File: src/rtl/core/grmb_pkg.sv
// grmb_pkg: shared types, codes and fixed-point helpers of the gradient ramp map
// used by every file of the block; depends on nothing
`default_nettype none

package grmb_pkg;

    localparam int MAX_STOPS_DEF = 16;
    localparam int SV_W          = 24;
    localparam int DIV_STEPS     = 16;
    localparam int PADDR_W       = 4;

    // commands
    localparam logic CMD_LOAD  = 1'b0;
    localparam logic CMD_PIXEL = 1'b1;

    // register indexes (paddr[3:2])
    localparam logic [1:0] REG_COUNT   = 2'd0;
    localparam logic [1:0] REG_MODE    = 2'd1;
    localparam logic [1:0] REG_OPACITY = 2'd2;

    // blend modes
    localparam logic [2:0] MODE_NORMAL   = 3'd0;
    localparam logic [2:0] MODE_MULTIPLY = 3'd1;
    localparam logic [2:0] MODE_SCREEN   = 3'd2;
    localparam logic [2:0] MODE_OVERLAY  = 3'd3;
    localparam logic [2:0] MODE_ADD      = 3'd4;
    localparam logic [2:0] MODE_SUB      = 3'd5;

    typedef logic signed [SV_W-1:0] t_sv;

    localparam t_sv ONE_SV = t_sv'(65535);

    typedef enum logic [2:0] {
        S_IDLE,
        S_SCAN,
        S_DIV,
        S_MUL,
        S_ADJ,
        S_OUT
    } t_state;

    typedef enum logic [1:0] {
        PH_INTERP,
        PH_OPAC,
        PH_BLEND
    } t_phase;

    // search token walking the row of stop cells
    typedef struct packed {
        logic        valid;
        logic [15:0] t;
        logic        found;
        logic [15:0] p0;
        logic [15:0] p1;
        logic [63:0] ca;
        logic [63:0] cb;
        logic [15:0] fpos;
        logic [63:0] fcol;
        logic [15:0] lpos;
        logic [63:0] lcol;
    } t_tok;

    function automatic t_sv zx16(input logic [15:0] a);
        return t_sv'({{(SV_W-16){1'b0}}, a});
    endfunction

    function automatic logic [17:0] mag18(input t_sv a);
        t_sv m;
        m = (a < 0) ? -a : a;
        return m[17:0];
    endfunction

    function automatic logic [15:0] sat16(input t_sv a);
        logic [15:0] r;
        if (a < 0) begin
            r = 16'h0000;
        end else if (a > ONE_SV) begin
            r = 16'hFFFF;
        end else begin
            r = a[15:0];
        end
        return r;
    endfunction

    // (mag + 32767) / 65535 via reciprocal estimate plus one correction
    function automatic logic [20:0] fx_round(input logic [35:0] mag);
        logic [36:0] m;
        logic [36:0] q;
        logic [36:0] r;
        m = {1'b0, mag} + 37'd32767;
        q = (m + (m >> 16)) >> 16;
        r = m - ((q << 16) - q);
        if (r >= 37'd65535) begin
            q = q + 37'd1;
        end
        return q[20:0];
    endfunction

endpackage

`default_nettype wire

File: src/rtl/core/grmb_cell.sv
// grmb_cell: one colour stop of the ramp plus one stage of the search token
// depends on grmb_pkg
`default_nettype none

module grmb_cell #(
    parameter int IDX   = 0,
    parameter int CNT_W = 5
) (
    input  wire logic              i_clk,
    input  wire logic              i_rst_n,
    input  wire logic              i_we,
    input  wire logic [15:0]       i_pos,
    input  wire logic [63:0]       i_col,
    input  wire logic [15:0]       i_prev_pos,
    input  wire logic [63:0]       i_prev_col,
    input  wire logic [CNT_W-1:0]  i_n,
    input  wire grmb_pkg::t_tok    i_tok,
    output logic [15:0]            o_pos,
    output logic [63:0]            o_col,
    output grmb_pkg::t_tok         o_tok
);

    logic [15:0]    r_pos;
    logic [63:0]    r_col;
    grmb_pkg::t_tok r_tok;
    grmb_pkg::t_tok n_tok;

    always_ff @(posedge i_clk) begin
        if (i_we) begin
            r_pos <= i_pos;
            r_col <= i_col;
        end
    end

    always_comb begin
        n_tok = i_tok;
        if (i_tok.valid) begin
            if (IDX == 0) begin
                n_tok.fpos = r_pos;
                n_tok.fcol = r_col;
            end
            if (32'(i_n) == IDX + 1) begin
                n_tok.lpos = r_pos;
                n_tok.lcol = r_col;
            end
            // first span that holds t
            if (IDX > 0 && 32'(i_n) > IDX && !i_tok.found &&
                i_tok.t >= i_prev_pos && i_tok.t <= r_pos) begin
                n_tok.found = 1'b1;
                n_tok.p0    = i_prev_pos;
                n_tok.p1    = r_pos;
                n_tok.ca    = i_prev_col;
                n_tok.cb    = r_col;
            end
        end
    end

    always_ff @(posedge i_clk) begin
        if (!i_rst_n) begin
            r_tok.valid <= 1'b0;
        end else begin
            r_tok <= n_tok;
        end
    end

    assign o_pos = r_pos;
    assign o_col = r_col;
    assign o_tok = r_tok;

endmodule

`default_nettype wire

File: config.mk
export PLATFORM = sky130hd
export DESIGN_NAME = grmb_cell
export DESIGN_NICKNAME = d
export VERILOG_FILES = /design/src/rtl/core/grmb_pkg.sv /design/src/rtl/core/grmb_cell.sv
export SDC_FILE = /design/constraint.sdc
export NUM_CORES = 1
export LEC_CHECK = 0
export CAP_MARGIN = 20
export CORE_AREA = 2 2 355 357
export CTS_BUF_LIST = sky130_fd_sc_hd__clkbuf_16
export DETAILED_ROUTE_END_ITERATION = 12
export DIE_AREA = 0 0 357 359
export DONT_BUFFER_PORTS = 1
export MAX_ROUTING_LAYER = met4
export PLACE_DENSITY = 0.3
export REMOVE_ABC_BUFFERS = 1
export SYNTH_ARGS = -nofsm -noshare
export SYNTH_HDL_FRONTEND = slang
export SYNTH_SLANG_ARGS = --single-unit
File: constraint.sdc
create_clock -name i_clk -period 1.7 [get_ports i_clk]
set_clock_uncertainty 0.2 [all_clocks]
set_input_delay 0.255 -clock i_clk [delete_from_list [all_inputs] [get_ports i_clk]]
set_output_delay 0.255 -clock i_clk [all_outputs]
set_load 0.02 [all_outputs]
==> metrics.cfg <==
[yosys]
synth_area_per_cell_um2=24.9
synth_top_family_by_area=multiplexers
synth_xor_area_frac=0
syn_area_um2=14900
yosysWarnings=0
postSynthCellCount=599
ys_types=10
synthSimpleGateAreaFrac=0.00193
muxShareOfSynthArea=0.141
synthAdderAreaFrac=0
synth_seq_area_share=0.842
synth_compound_area_frac=0
ys_ff_latch=418

[sta]
final-hold-violation-count=311
relSlewSlack=0.367
slew_viol_final=0
rsz0062_at_grt=true
setup_slack_ps=-42.2
holdWs_ps=-441
clock.fmax_mhz=574
worst_pin_slew_ps=950
min_period_ps=1740
fin_crit_sh=1.02
finalSetupViolCount=3

[clock_network]
insertion_delay_ps=610
numClockSinks=418
cts_hold_buffers=445
htreeDepth=2
clk_pin_slew_ps=60
cts_buffers=52
clock-root-buffer=clkbuf_16
cts_tree=done
cts_max_path_buffers=3

[status]
violations=negative hold slack, negative setup slack
status=finished, violations left

[critical_path]
critPathCaptureType=output port
crit_chain=buf_6
worstSetupPathType=flip-flop to output port
cpPeakStageDelay_ps=500
slowest_stage=edfxtp_1
arrival_ps=1290
crit_buf_inv=1
critPathTopFamily=flip-flops
r2r_slack_ps=190
startpoint_type=flip-flop
crit_required_ps=1240
crit_fanout=2

[cells_and_area]
syn_to_final_growth_pct=56.2
final_nets=1613
drive_above_1_share=0.232
fin_util=0.187

[die]
start_util=0.120
io_pins=924
core_um2=125000
die_h_um=359
die_x_um=357
num_rows=130
die_area_um2=128000

[run]
cap_violations=0

[route]
viasPerCell=2.88
first_pass_iters=7
drc_errors=0
drtAntennaViolNets=0
drt_iter0_drc=532
wl_per_cell_um=19.7
num_vias=8083
wirelength_mm=55.2

[grt]
grt-ovfl-total=0
grt_pass1_vias=9029
grt_first_pass_wirelength_mm=72.1
grt_max_degree=339
track_usage=0.0829
antenna_found_initial=7

[placed_design]
numPortBuffers=0
place_congestion=0.747
hpwl_mm=39.2

[pwr]
total_power_w=0.0269
power.density_nw_per_um2=1150
leakage_nw=8.07
vdd_ir_drop_max_mv=0.723

[min_path]
worstHoldPathType=input port to flip-flop

cell usage in the layout, fill, tap and decap left out, drive strengths merged:
| cell | count |
|---|---|
| dlygate4sd3 | 445 |
| edfxtp | 417 |
| mux2 | 160 |
| clkbuf | 53 |
| buf | 27 |
| clkinv | 24 |
| bufinv | 9 |
| diode | 8 |
| inv | 8 |
| clkinvlp | 3 |
| nor4b | 1 |
| nand3b | 1 |
| and2 | 1 |
| dfxtp | 1 |
worst paths after layout:
path                                   to  cells after the start       from
worst min register to register   o_tok[8]                      2   o_col[8]
worst min-delay path            o_col[21]                      0       i_we
worst max-delay path             o_pos[3]                      1   o_pos[3]
worst max register to register  o_tok[45]                      3  o_col[45]
flip-flops by register name, indices dropped and copies added, names as in the netlist:
register  cells
o_tok       338
o_col        64
o_pos        16
final cells by class:
cell class              instances  area (um2)
fillers                     13400      101000
flip-flops and latches        418       12500
repair buffers                472        4700
multi-input cells             163        2130
well taps                    1650        2060
clock buffers                  53        1330
clock inverters                44         468
diodes                          8        20.0
cells in the mapped netlist, drive strengths merged:
library cell | count | area [um2]
dfxtp | 1 | 20.0
and2 | 1 | 6.26
nand3b | 1 | 7.51
edfxtp | 417 | 12500
buf | 18 | 216
mux2 | 160 | 2100
nor4b | 1 | 15.0
power breakdown:
group | total [W] | internal, W | switching, W
Clock | 0.0117 | 0.00704 | 0.00462
Combinational | 0.00142 | 0.00103 | 0.000385
Sequential | 0.0138 | 0.0123 | 0.00147
Total | 0.0269 | 0.0204 | 0.00648
kinds of logic after synthesis:
family	Yosys count
flip-flops	418
AND/OR/NAND/NOR	3
buffers and inverters	18
multiplexers	160
worst reg2reg max path, stage by stage, from the launching register on:
cell and delay [ps]:
edfxtp_1 470, buf_4 180, buf_4 150, mux2_4 260
routing by layer:
metal / vias up / global-route usage / share of wire
met5: - / - / 0
met4: 0 / 0.0234 / 0.023
met3: 63 / 0.0334 / 0.10
met2: 532 / 0.148 / 0.52
met1: 4037 / 0.0826 / 0.35
li1: 3451 / - / -
timing repair:
item / CTS / global route
gates resized for setup: 8 / 1
setup buffers: 7 / 1
endpoints found under the setup margin: 44 / 33
endpoints found under the hold margin: 835 / 497
stage by stage:
step	setup WS [ps]	instance area [um2]	hold WS (ps)	setup TNS, ps	std cells
5_1_grt	-125	23200	-509	-1200	2806
4_1_cts	-143	23200	-519	-1790	2799
3_5_place_dp	-285	16900	154	-19490	2250
6_report	-42.2	23300	-441	-80.8	2808
2_1_floorplan	-3310	14700	154	-264600	581
3_3_place_gp	-280	16900	154	-19460	2250
Note: power is estimated with default switching activity, not from simulation.
