File: config.mk
export PLATFORM = sky130hd
export DESIGN_NAME = grmb_div
export DESIGN_NICKNAME = d
export VERILOG_FILES = /design/src/rtl/core/grmb_pkg.sv /design/src/rtl/core/grmb_div.sv
export SDC_FILE = /design/constraint.sdc
export NUM_CORES = 1
export LEC_CHECK = 0
export BUFFER_PORTS_ARGS = -buffer_cell sky130_fd_sc_hd__buf_4
export CAP_MARGIN = 25
export CORE_MARGIN = 2
export CORE_UTILIZATION = 50
export CTS_CLUSTER_DIAMETER = 100
export DETAILED_ROUTE_END_ITERATION = 8
export MAX_ROUTING_LAYER = met4
export PLACE_DENSITY = 0.83
export SLEW_MARGIN = 25
export SYNTH_ARGS = -nofsm -noshare
export SYNTH_HDL_FRONTEND = slang
export SYNTH_SLANG_ARGS = --single-unit
export TNS_END_PERCENT = 30
File: constraint.sdc
create_clock -name i_clk -period 6.3 [get_ports i_clk]
set_input_delay 0.315 -clock i_clk [delete_from_list [all_inputs] [get_ports i_clk]]
set_output_delay 0.315 -clock i_clk [all_outputs]
set_load 0.01 [all_outputs]
File: src/rtl/core/grmb_pkg.sv
// grmb_pkg: shared types, codes and fixed-point helpers of the gradient ramp map
// used by every file of the block; depends on nothing
`default_nettype none

package grmb_pkg;

    localparam int MAX_STOPS_DEF = 16;
    localparam int SV_W          = 24;
    localparam int DIV_STEPS     = 16;
    localparam int PADDR_W       = 4;

    // commands
    localparam logic CMD_LOAD  = 1'b0;
    localparam logic CMD_PIXEL = 1'b1;

    // register indexes (paddr[3:2])
    localparam logic [1:0] REG_COUNT   = 2'd0;
    localparam logic [1:0] REG_MODE    = 2'd1;
    localparam logic [1:0] REG_OPACITY = 2'd2;

    // blend modes
    localparam logic [2:0] MODE_NORMAL   = 3'd0;
    localparam logic [2:0] MODE_MULTIPLY = 3'd1;
    localparam logic [2:0] MODE_SCREEN   = 3'd2;
    localparam logic [2:0] MODE_OVERLAY  = 3'd3;
    localparam logic [2:0] MODE_ADD      = 3'd4;
    localparam logic [2:0] MODE_SUB      = 3'd5;

    typedef logic signed [SV_W-1:0] t_sv;

    localparam t_sv ONE_SV = t_sv'(65535);

    typedef enum logic [2:0] {
        S_IDLE,
        S_SCAN,
        S_DIV,
        S_MUL,
        S_ADJ,
        S_OUT
    } t_state;

    typedef enum logic [1:0] {
        PH_INTERP,
        PH_OPAC,
        PH_BLEND
    } t_phase;

    // search token walking the row of stop cells
    typedef struct packed {
        logic        valid;
        logic [15:0] t;
        logic        found;
        logic [15:0] p0;
        logic [15:0] p1;
        logic [63:0] ca;
        logic [63:0] cb;
        logic [15:0] fpos;
        logic [63:0] fcol;
        logic [15:0] lpos;
        logic [63:0] lcol;
    } t_tok;

    function automatic t_sv zx16(input logic [15:0] a);
        return t_sv'({{(SV_W-16){1'b0}}, a});
    endfunction

    function automatic logic [17:0] mag18(input t_sv a);
        t_sv m;
        m = (a < 0) ? -a : a;
        return m[17:0];
    endfunction

    function automatic logic [15:0] sat16(input t_sv a);
        logic [15:0] r;
        if (a < 0) begin
            r = 16'h0000;
        end else if (a > ONE_SV) begin
            r = 16'hFFFF;
        end else begin
            r = a[15:0];
        end
        return r;
    endfunction

    // (mag + 32767) / 65535 via reciprocal estimate plus one correction
    function automatic logic [20:0] fx_round(input logic [35:0] mag);
        logic [36:0] m;
        logic [36:0] q;
        logic [36:0] r;
        m = {1'b0, mag} + 37'd32767;
        q = (m + (m >> 16)) >> 16;
        r = m - ((q << 16) - q);
        if (r >= 37'd65535) begin
            q = q + 37'd1;
        end
        return q[20:0];
    endfunction

endpackage

`default_nettype wire

File: src/rtl/core/grmb_div.sv
// grmb_div: restoring divider, one quotient bit per cycle, 16-bit quotient
// depends on grmb_pkg
`default_nettype none

module grmb_div (
    input  wire logic        i_clk,
    input  wire logic        i_rst_n,
    input  wire logic        i_start,
    input  wire logic [31:0] i_num,
    input  wire logic [15:0] i_den,
    output logic             o_done,
    output logic [15:0]      o_quo
);

    localparam int CW = $clog2(grmb_pkg::DIV_STEPS);

    logic          r_busy;
    logic          r_done;
    logic [CW-1:0] r_cnt;
    logic [15:0]   r_rem;
    logic [15:0]   r_sh;
    logic [15:0]   r_den;
    logic [16:0]   w_rem_sh;
    logic          w_ge;

    assign w_rem_sh = {r_rem, r_sh[15]};
    assign w_ge     = w_rem_sh >= {1'b0, r_den};

    always_ff @(posedge i_clk) begin
        if (!i_rst_n) begin
            r_busy <= 1'b0;
            r_done <= 1'b0;
            r_cnt  <= '0;
        end else begin
            r_done <= 1'b0;
            if (i_start) begin
                r_busy <= 1'b1;
                r_cnt  <= '0;
            end else if (r_busy) begin
                r_cnt <= r_cnt + CW'(1);
                if (r_cnt == CW'(grmb_pkg::DIV_STEPS - 1)) begin
                    r_busy <= 1'b0;
                    r_done <= 1'b1;
                end
            end
        end
    end

    always_ff @(posedge i_clk) begin
        if (i_start) begin
            r_rem <= i_num[31:16];
            r_sh  <= i_num[15:0];
            r_den <= i_den;
        end else if (r_busy) begin
            r_rem <= w_ge ? 16'(w_rem_sh - {1'b0, r_den}) : w_rem_sh[15:0];
            r_sh  <= {r_sh[14:0], w_ge};
        end
    end

    assign o_done = r_done;
    assign o_quo  = r_sh;

endmodule

`default_nettype wire

==> reports/metrics.yaml, run 1 <==
status:
  outcome: "finished, final reports clean"
global_routing:
  overflow: 0
  grt_first_pass_wirelength_mm: 11.7
  antenna_found_initial: 0
  grt_max_degree: 56
  grt_pass1_vias: 2635
  grt_usage: 0.209
route:
  vias: 2582
  routed_wl_mm: 7.21
  ant_nets: 0
  drt_pass1_iterations: 5
  drtIter0Drc: 191
  post_drt_via_cell_ratio: 5.94
  drc: 0
  route.detailed.wl_per_inst_um: 16.6
placement:
  portBuffers: 67
  hpwl_mm: 5.28
  dpl.cell_count: 427
  dp_worst_setup_slack_ps: 3560
  place_area_um2: 3790
  place.gp.congestion: 0.908
pwr:
  internal_power_w: 0.000766
  power_frac_comb: 0.424
  power_leakage_nw: 1.57
  powerDensity_nw_per_um2: 314
  clkPwrFrac: 0.172
  netSwitchingFraction: 0.371
  p_seq_frac: 0.404
  p_sw_w: 0.000453
  peakVddDrop_mv: 0.218
yosys:
  yosysWarningCount: 0
  netlist_instances: 296
  synth-edff-count: 48
  yosys.cell_types.count: 58
  synth_xor_area_frac: 0.0350
  synth_seq_cells: 54
  synth_compound_area_frac: 0.182
  synth_top_family_by_area: "compound AO/OA/AOI/OAI gates"
  synthAdderAreaFrac: 0.0715
  synth_area_per_cell_um2: 11.0
  syn-num-nets: 365
  syn_area_um2: 3250
  async_flop_share: 0
  yosys.area_share.simple: 0.123
  ys.flop_type: "edfxtp_1"
  ys_seq_area_frac: 0.480
  synth.area.mux_share: 0.0615
clock_network:
  cts_resized: 0
  cts_buffers: 5
  clk_root_buffer_cell: "clkbuf_8"
  clk_latency_ps: 320
  path_clk_slew_ps: 110
  hold_buffers: 0
  clk_path_buf_depth: 2
  clkSinkCount: 54
  cts_max_level: 2
  cts_tree: "built"
  post_cts_buffers: 0
floorplanning:
  fp.dieH_um: 84.7
  row_count: 29
  core-area_um2: 6310
  ios: 68
  die-width_um: 84.7
  die-area_um2: 7170
  initial_core_util: 0.515
sta:
  slew-limit-headroom: 0.466
  finalSetupViolCount: 0
  grt_setup_unrepaired: "no"
  max_freq_mhz: 354
  worstMarginPinSlew_ps: 800
  fin_worst_skew_ps: 7.28
  slew_viol_final: 0
  final_critical_path_setup_slack_ps: 3480
  fin_crit_ps: 2820
  post-route-period-util: 0.448
  final.setup.tns_ps: 0
  hold_viol: 0
critical_path:
  setup.worst_path.start_class: "register"
  crit_fanout: 9
  worstSetupPathType: "reg2reg"
  critPathCaptureType: "register"
  cp.arrival_ps: 2910
  required_ps: 6390
finish:
  final_common_cell: "buf_4"
  drive_above_1_share: 0.291
  layout_common_cells: "buf_4 (68), edfxtp_1 (48), nand2_1 (25)"
  fin_cells: 435
  final_cell_area_um2: 3880
  fin_nets: 426
  insertedDiodeCount: 0
  area_delta_synth_final_pct: 19.2
  post-route-util: 0.614
hold_path:
  hold_path_class: "in2reg"
job:
  drv_cap: 0
-- sequential cells by signal, indices dropped and copies added, names as in the netlist --
signal and flops:
r_cnt 4, r_den 16, o_done 1, o_quo 16
r_rem 16, r_busy 1
-- per-stage QoR --
stage          hold slack [ps]  total power (W)
2_1_floorplan              414         0.000881
3_3_place_gp               474         0.000995
3_5_place_dp               477          0.00101
4_1_cts                    162          0.00121
5_1_grt                    156          0.00128
6_report                   161          0.00122
-- per-layer routing --
metal | global-route usage | routed length (µm)
met1 | 0.265 | 3190
met2 | 0.343 | 3480
met3 | 0.0315 | 421
met4 | 0.0722 | 131
met5 | - | 0
-- final timing paths --
kind              startpoint         to  slack (ps)  cells after the start
setup / recovery    r_rem[5]   o_quo[0]        3480                      8
hold / removal     i_den[13]  r_den[13]         160                      1
setup reg to reg    r_rem[5]   o_quo[0]        3480                      8
hold reg to reg     r_cnt[3]     o_done         500                      2
-- worst max-delay path: stages, from the launching register on --
cell	delay, ps
edfxtp_1	440
ha_1	410
a21oi_1	160
o21a_1	330
o31ai_2	140
o21ai_1	430
buf_4	250
nand2_1	110
mux2_2	310
-- cell type report --
class | count | area, µm²
inverters | 21 | 78.8
well taps | 77 | 96.3
flip-flops and latches | 54 | 1560
repair buffers | 68 | 510
multi-input cells | 207 | 1540
clock buffers | 5 | 68.8
clock inverters | 3 | 23.8
fillers | 534 | 2430
-- cells in the mapped netlist, drive strengths merged (3+ instances only) --
master | n | area share
edfxtp | 48 | 0.44
nand2 | 25 | 0.029
inv | 21 | 0.024
ha | 17 | 0.065
mux2 | 16 | 0.055
o21ai | 16 | 0.027
a21oi | 15 | 0.024
nor2 | 14 | 0.018
buf | 8 | 0.016
nand4 | 8 | 0.015
xnor2 | 8 | 0.022
a31oi | 7 | 0.018
nand3 | 7 | 0.011
a21o | 6 | 0.016
clkbuf | 6 | 0.0069
dfxtp | 6 | 0.037
o211ai | 6 | 0.014
nand2b | 5 | 0.0096
o311ai | 5 | 0.013
xor2 | 5 | 0.013
a211oi | 4 | 0.013
o221ai | 4 | 0.011
nor2b | 3 | 0.0058
nor3 | 3 | 0.0046
o21a | 3 | 0.0073
o31ai | 3 | 0.0085
-- power by group through the flow --
stage          clock network [W]  logic [W]  registers (W)
6_report                0.000210   0.000516       0.000493
4_1_cts                 0.000209   0.000511       0.000492
3_3_place_gp                   0   0.000496       0.000499
2_1_floorplan                  0   0.000388       0.000493
3_5_place_dp                   0   0.000509       0.000500
5_1_grt                 0.000220   0.000566       0.000499
-- cells by family after synthesis --
logic type | Yosys count
fa+ha+maj | 18
buf+inv | 35
simple gates | 78
xor+xnor | 13
compound gates | 80
mux | 18
flops | 54
Note: power is estimated with default switching activity, not from simulation.
==> inputs of run 2 (changes only) <==
==> constraint.sdc (replaced) <==
create_clock -name i_clk -period 2.9 [get_ports i_clk]
set_input_delay 0.145 -clock i_clk [delete_from_list [all_inputs] [get_ports i_clk]]
set_output_delay 0.145 -clock i_clk [all_outputs]
set_load 0.01 [all_outputs]
==> run 2 against run 1 <==
Effect of this change:
- non-clock buffer count up 18
- utilization up 2.8 points
- combinational power up 130%
- cell count up 4.1%
- largest cell class unchanged
==> reports/metrics.yaml, run 2 (same netlist as run 1, synthesis figures left out) <==
critical_path:
  cp_num_buf_inv: 3
  cp_top_family: "compound AO/OA/AOI/OAI gates"
  crit_path_top_delay_cell: "fa_1"
  rr_worst_depth: 11
  worstSetupPathType: "reg2reg"
  required_ps: 3070
  crit_fanout: 3
  critPathCaptureType: "register"
  cp.arrival_ps: 2830
  critical_path.cell_chain: "inv_1 > ha_1 > inv_1 > fa_1 > a211oi_1 > o21ai_0 > buf_4 > a22oi_1 > mux2i_1 > nor2_1 > o21ai_0"
  cpPeakStageDelay_ps: 430
  worstSetupPathDepth: 11
  setup.worst_path.start_class: "register"
global_routing:
  antenna_found_initial: 0
  overflow: 0
  grt_pass1_vias: 2748
  grt_first_pass_wirelength_mm: 12.5
  grt_usage: 0.224
  grt_max_degree: 56
finish:
  fin_cells: 453
  post-route-util: 0.642
  layout_common_cells: "buf_4 (76), edfxtp_1 (48), nand2_1 (25)"
  final_cell_area_um2: 4060
  area_delta_synth_final_pct: 24.7
  fin_nets: 444
  drive_above_1_share: 0.298
  fill_cells: 486
  insertedDiodeCount: 0
  final_common_cell: "buf_4"
sta:
  fin_crit_ps: 2660
  max_freq_mhz: 376
  final.setup.tns_ps: 0
  slew_viol_final: 0
  worstMarginPinSlew_ps: 794
  hold_ws_ps: 0.698
  finalSetupViolCount: 0
  slew-limit-headroom: 0.471
  grt_setup_unrepaired: "no"
  hold_viol: 0
  fin_worst_skew_ps: 7.31
  post-route-period-util: 0.918
placement:
  hpwl_mm: 5.33
  place_area_um2: 3850
  place.gp.congestion: 0.869
  portBuffers: 67
  dpl.cell_count: 435
pwr:
  powerDensity_nw_per_um2: 682
  peakVddDrop_mv: 0.386
  power_leakage_nw: 1.66
route:
  drtIter0Drc: 228
  routed_wl_mm: 7.74
  vias: 2654
  post_drt_via_cell_ratio: 5.86
  route.detailed.wl_per_inst_um: 17.1
  drc: 0
  drt_pass1_iterations: 4
  ant_nets: 0
clock_network:
  post_cts_buffers: 0
  cts_max_level: 2
  cts_buffers: 5
  clk_root_buffer_cell: "clkbuf_8"
  clkSinkCount: 54
  clk_latency_ps: 310
  cts_tree: "built"
  path_clk_slew_ps: 100
  clk_path_buf_depth: 2
hold_path:
  hold_path_class: "in2reg"
  hold_depth: 1
floorplanning:
  die-width_um: 84.7
  row_count: 29
  ios: 68
  die-area_um2: 7170
  fp.dieH_um: 84.7
  core-area_um2: 6310
  initial_core_util: 0.515
job:
  drv_cap: 0
status:
  outcome: "finished, final reports clean"
==> run 2: changes by cell type in the layout (fill, tap and decap cells not counted), sizes merged <==
cell and delta:
dlygate4sd3 +10, buf +8, clkbuf +2, clkinv -1, inv -1
==> run 2: report_power, final <==
part           total [W]  internal [W]  switching [W]
combinational    0.00121      0.000540       0.000671
clock           0.000488      0.000224       0.000263
sequential       0.00107      0.000996      0.0000726
==> run 2: final cells by class <==
class	count	area, µm²	share of cell area
Sequential cell	54	1560	0.385
Clock buffer	7	97.6	0.0241
Tap cell	77	96.3	0.0238
Clock inverter	1	6.26	0.00154
Timing Repair Buffer	86	671	0.165
Multi-Input combinational cell	207	1550	0.381
Inverter	21	78.8	0.0194
==> run 2: through the flow <==
step	total power (W)	setup WS, ps
final	0.00277	237
after global routing	0.00290	55.1
after CTS	0.00273	231
after detailed placement	0.00224	295
after global placement	0.00220	398
after floorplan	0.00191	444
==> run 2: final timing paths <==
check	endpoint	slack, ps	from
worst max-delay path	r_rem[14]	240	o_quo[15]
worst min-delay path	r_den[15]	0.7	i_den[15]
worst max register to register	r_rem[14]	240	o_quo[15]
worst min register to register	o_done	500	r_cnt[3]
==> run 2: what timing repair did <==
action / CTS / global route
hold buffers: 6 / 4
setup endpoints to repair: 0 / 1
hold endpoints to repair: 6 / 4
resized for setup: 0 / 1
==> run 2: routing by layer <==
metal  vias up  wire length, µm  GRT usage
li1       1278                -          -
met1      1242             3230      0.275
met2       116             3860      0.375
met3        18              497     0.0393
met4         0              156     0.0736
met5         -                0          -
==> run 2: worst register-to-register path, stage by stage, from the launching register on <==
cell and delay (ps):
edfxtp_1 420, inv_1 110, ha_1 170, inv_1 50
fa_1 430, a211oi_1 330, o21ai_0 200, buf_4 180
a22oi_1 220, mux2i_1 220, nor2_1 60, o21ai_0 140
